==> src/rtl/core/tetn_ram.sv <==
// tetn_ram: generic single write port, single read port ram with registered read
// no dependencies
`default_nettype none

module tetn_ram #(
    parameter int WIDTH = 8,
    parameter int DEPTH = 16
) (
    input  wire logic                     i_clk,
    input  wire logic                     i_wr_en,
    input  wire logic [$clog2(DEPTH)-1:0] i_wr_addr,
    input  wire logic [WIDTH-1:0]         i_wr_data,
    input  wire logic [$clog2(DEPTH)-1:0] i_rd_addr,
    output logic      [WIDTH-1:0]         o_rd_data
);

    logic [WIDTH-1:0] r_mem [DEPTH];
    logic [WIDTH-1:0] r_rd_data;

    always_ff @(posedge i_clk) begin
        if (i_wr_en) begin
            r_mem[i_wr_addr] <= i_wr_data;
        end
        r_rd_data <= r_mem[i_rd_addr];
    end

    assign o_rd_data = r_rd_data;

endmodule

`default_nettype wire

==> config.mk <==
export PLATFORM = sky130hd
export DESIGN_NAME = tetn_ram
export DESIGN_NICKNAME = d
export VERILOG_FILES = /design/src/rtl/core/tetn_ram.sv
export SDC_FILE = /design/constraint.sdc
export NUM_CORES = 1
export LEC_CHECK = 0
export BUFFER_PORTS_ARGS = -buffer_cell sky130_fd_sc_hd__clkbuf_2
export CAP_MARGIN = 40
export CORE_MARGIN = 1
export CORE_UTILIZATION = 35
export CTS_BUF_LIST = sky130_fd_sc_hd__clkbuf_8 sky130_fd_sc_hd__clkbuf_16
export DETAILED_ROUTE_END_ITERATION = 8
export PLACE_DENSITY = 0.47
export SYNTH_ARGS = -nofsm -noshare
export SYNTH_HDL_FRONTEND = slang
export SYNTH_SLANG_ARGS = --single-unit
==> constraint.sdc <==
create_clock -name i_clk -period 3.1 [get_ports i_clk]
set_input_delay 0.93 -clock i_clk [delete_from_list [all_inputs] [get_ports i_clk]]
set_output_delay 0.93 -clock i_clk [all_outputs]
set_load 0.1 [all_outputs]
Word level (Yosys, flattened, before mapping)
Memory sizes are Yosys's and may differ from the RTL's. A register that Yosys moved wholly into a read port is not among the register bits.
Cells that the tools add are included.

operators by class
  bitwise logic cells = 0
  reductions and logical operators = 0
  equality and inequality tests = 0
  $add $sub $neg = 0
  $lt $le $gt $ge = 0
  shift-type cells = 0
  $mul = 0
  multiplexer cells = 2
  div/mod/pow operators = 0

operators by type and width
  cell              count
  2-to-1 mux 1 bit  2

storage, ports and cells
  register bits = 0
  bits in latches = 0
  bits in read-only memories = 0
  input port bits = 18
  RAM bits = 128
  memories kept = 1

memories
  memory  depth  bits a word  read ports  clocked after Yosys merged registers in  wr ports  RTL line  RTL
  r_mem   16     8            1           1                                        1         17        logic [WIDTH-1:0] r_mem [DEPTH];

Depth between registers and ports, before layout
  word-level depth = 2
  depth in mapped cells = 5

Worst setup path before layout
No wires, ideal clock.

  kind = in2reg
  start point = input i_wr_addr[2]
  end point = memory r_mem[0][0] (enable)
  data required time = 2717 ps
  library setup time = 383 ps
  arrival = 2040 ps
  buffers on the path = 0
  slack = 677 ps
  stages on the path = 2
  path through = or3b_2 nor3_1

RTL lines
  what             RTL line  RTL
  start, declared  11        input wire logic [$clog2(DEPTH)-1:0] i_wr_addr,
  end, declared    17

No word-level cell before the write port.

Worst setup path in the final report
  start point = register r_rd_data[4] (netlist: o_rd_data[4]) (read register of r_mem)
  end point = output o_rd_data[4]

RTL lines
  what             RTL line  RTL
  start, declared  18        logic [WIDTH-1:0] r_rd_data;
  end, declared    14        output logic [WIDTH-1:0] o_rd_data

No word-level cell between the ends.

==> reports/metrics.csv <==
stage;metric;value;unit
finish;num_antenna_cells;0;
detailed_routing;dr.pass1.iters;4;
detailed_routing;drtIter0Drc;183;
finish;nNetsFinal;301;
logic_synthesis;synth.cell_area;5150;µm²
logic_synthesis;syn_avg_cell_area;22.5;µm²
clocking;clk_path_buf_depth;2;
pwr;vdd_drop_max;0.000398;V
clocking;cts.root.buffer_cell;clkbuf_16;
floorplan;die_h;123;µm
floorplan;boundaryPins;26;
clocking;cts.htree.levels;4;
setup_path;cp_max_fo;1;
clocking;cts-hold-fix-buffers;0;
clocking;cts.reportedPaths.clkPinSlew;50;ps
finish;syn2layout_area_growth;18.4;%
placed_design;post_dp_cell_area;5590;µm²
timing;rsz0062_at_grt;false;
global_route;grt_usage;15.7;%
setup_path;cp-end-kind;output port;
global_route;antenna_found_initial;0;
placed_design;port_buffers;25;
logic_synthesis;yosysSeqAreaShare;77.8;%
global_route;grt_pass1_vias;2581;
min_path;min_to;o_rd_data[5];
floorplan;fp-row-count;43;
floorplan;dieArea;15200;µm²
setup_path;reg2reg_depth;3;
setup_path;cpMaxStageDelayCell;clkbuf_2;
timing;maxSlewViolCount;0;
setup_path;crit_chain;clkbuf_2;
job;cap_viol_max_count;0;
setup_path;arrival;1280;ps
timing;finalHoldViolCount;0;
clocking;clock-sinks;136;
pwr;p_leak;0.00210;µW
placed_design;routabilityCongestion;0.727;
global_route;grt_pass1_wl;15.8;mm
timing;fin_ws;895;ps
detailed_routing;routedWlPerCell;21.7;µm
global_route;grt_max_degree;33;
setup_path;r2r_end;o_rd_data[1];
timing;tightest_slew;550;ps
run_status;status;completed;
timing;fin_crit;2210;ps
clocking;cts_tree;built;
pwr;pwr_density_cell;668;nW/µm²
timing;fin_crit_sh;71.1;%
min_path;hold_class;register to register;
setup_path;cpPeakStageDelay;480;ps
floorplan;fp.dieW;123;µm
detailed_routing;via_per_inst;5.07;
floorplan;initial_utilization;36.5;%
timing;fin_setup_tns;0;ps
finish;final_cell_area;6100;µm²
logic_synthesis;ys_types;19;
logic_synthesis;syn_inst;229;
logic_synthesis;ys_ff_latch;136;
min_path;min_path_cells;3;
setup_path;crit_type;register to output port;
placed_design;pre_cts_ws;620;ps
clocking;cts_inserted_buffers;17;
detailed_routing;routed_wl;10.3;mm
logic_synthesis;synthesis.nets;247;
setup_path;rrSetupSlack;1720;ps
detailed_routing;vias;2415;
setup_path;worstReg2RegStart;r_mem[1][1];
setup_path;path_buf_inv;1;
clocking;clk_latency;420;ps
setup_path;startpoint;o_rd_data[4];
timing;fmax;0.453;GHz
global_route;grt-ovfl-total;0;
setup_path;cp-start-kind;register;
setup_path;cp.required;2170;ps
timing;fin_skew;14.7;ps
detailed_routing;drc;0;
detailed_routing;ant_nets;0;
finish;mostFrequentLayoutCell;edfxtp_1;
setup_path;crit_family;buffers and inverters;
placed_design;hpwl;6.37;mm
clocking;post-cts-setup-buffers;0;
finish;fillers;1262;
finish;drive_above_1_share;28.0;%
timing;setup_violations;0;
timing;slew_headroom;63.5;%
finish;final_cell_mix;edfxtp_1 (128), clkbuf_2 (25), mux4_2 (18), buf_4 (18), clkbuf_16 (17);
clocking;cts_resized;0;
floorplan;core-area;14100;µm²
min_path;hold_start;r_mem[14][5];
logic_synthesis;yosysWarningCount;0;
-- layer usage --
| metal | vias up | GRT usage [%] | part of all wire, % |
|---|---|---|---|
| li1 | 1079 | - | - |
| met1 | 1264 | 19.7 | 45 |
| met2 | 56 | 24.9 | 50 |
| met3 | 16 | 4.66 | 3.6 |
| met5 | - | 0 | 0 |
| met4 | 0 | 7.91 | 2.2 |
-- cells by family after synthesis --
logic type / after synthesis / synth area share [%]
compound gates: 16 / 2.33
simple gates: 35 / 3.18
flops: 136 / 77.8
buf+inv: 10 / 1.68
mux: 32 / 15.0
-- registers in the layout, indices dropped and copies added, names as in the netlist --
signal and flops:
r_mem 128, o_rd_data 8
-- power by group --
group          switching (µW)  internal (µW)
combinational             195           82.7
clock                     668           1060
sequential               13.0           2060
-- cells in the mapped netlist, drive strengths merged --
cell type      number  area share [%]
a22oi              16             2.3
and2                1            0.12
and2b               1            0.15
buf                 7             1.1
clkdlybuf4s25       3            0.58
dfxtp               8             3.1
edfxtp            128              75
mux4               32              15
nand2               9            0.66
nand2b              2            0.24
nand3               1           0.097
nand3b              2            0.29
nor2               13            0.95
nor2b               1            0.12
nor3                4            0.39
or3b                1            0.17
-- area by class of cell --
class                   instances  area [µm²]  area share, %
clock buffers                  17         425           6.98
clock inverters                15        83.8           1.38
multi-input cells              83        1060           17.3
flip-flops and latches        136        4000           65.7
well taps                     180         225           3.69
repair buffers                 45         300           4.93
-- per-stage QoR --
step                      util (%)  hold slack (ps)  instances  total power, µW
after detailed placement      39.6              668        444             2390
after global routing          43.2              715        476             4220
final                         43.2              674        476             4070
after floorplan                  -              629        229             2300
after CTS                     43.2              678        476             4110
after global placement        39.6              661        444             2390
-- worst max-delay path by stage --
stage                    to  slack, ps  depth (start not counted)
2_1_floorplan   r_mem[0][0]        680                          2
3_3_place_gp   o_rd_data[4]        570                          5
3_5_place_dp   o_rd_data[4]        620                          5
4_1_cts        o_rd_data[4]        830                          1
5_1_grt        o_rd_data[4]        850                          1
6_report       o_rd_data[4]        890                          1
(Power assumes the default switching activity.)
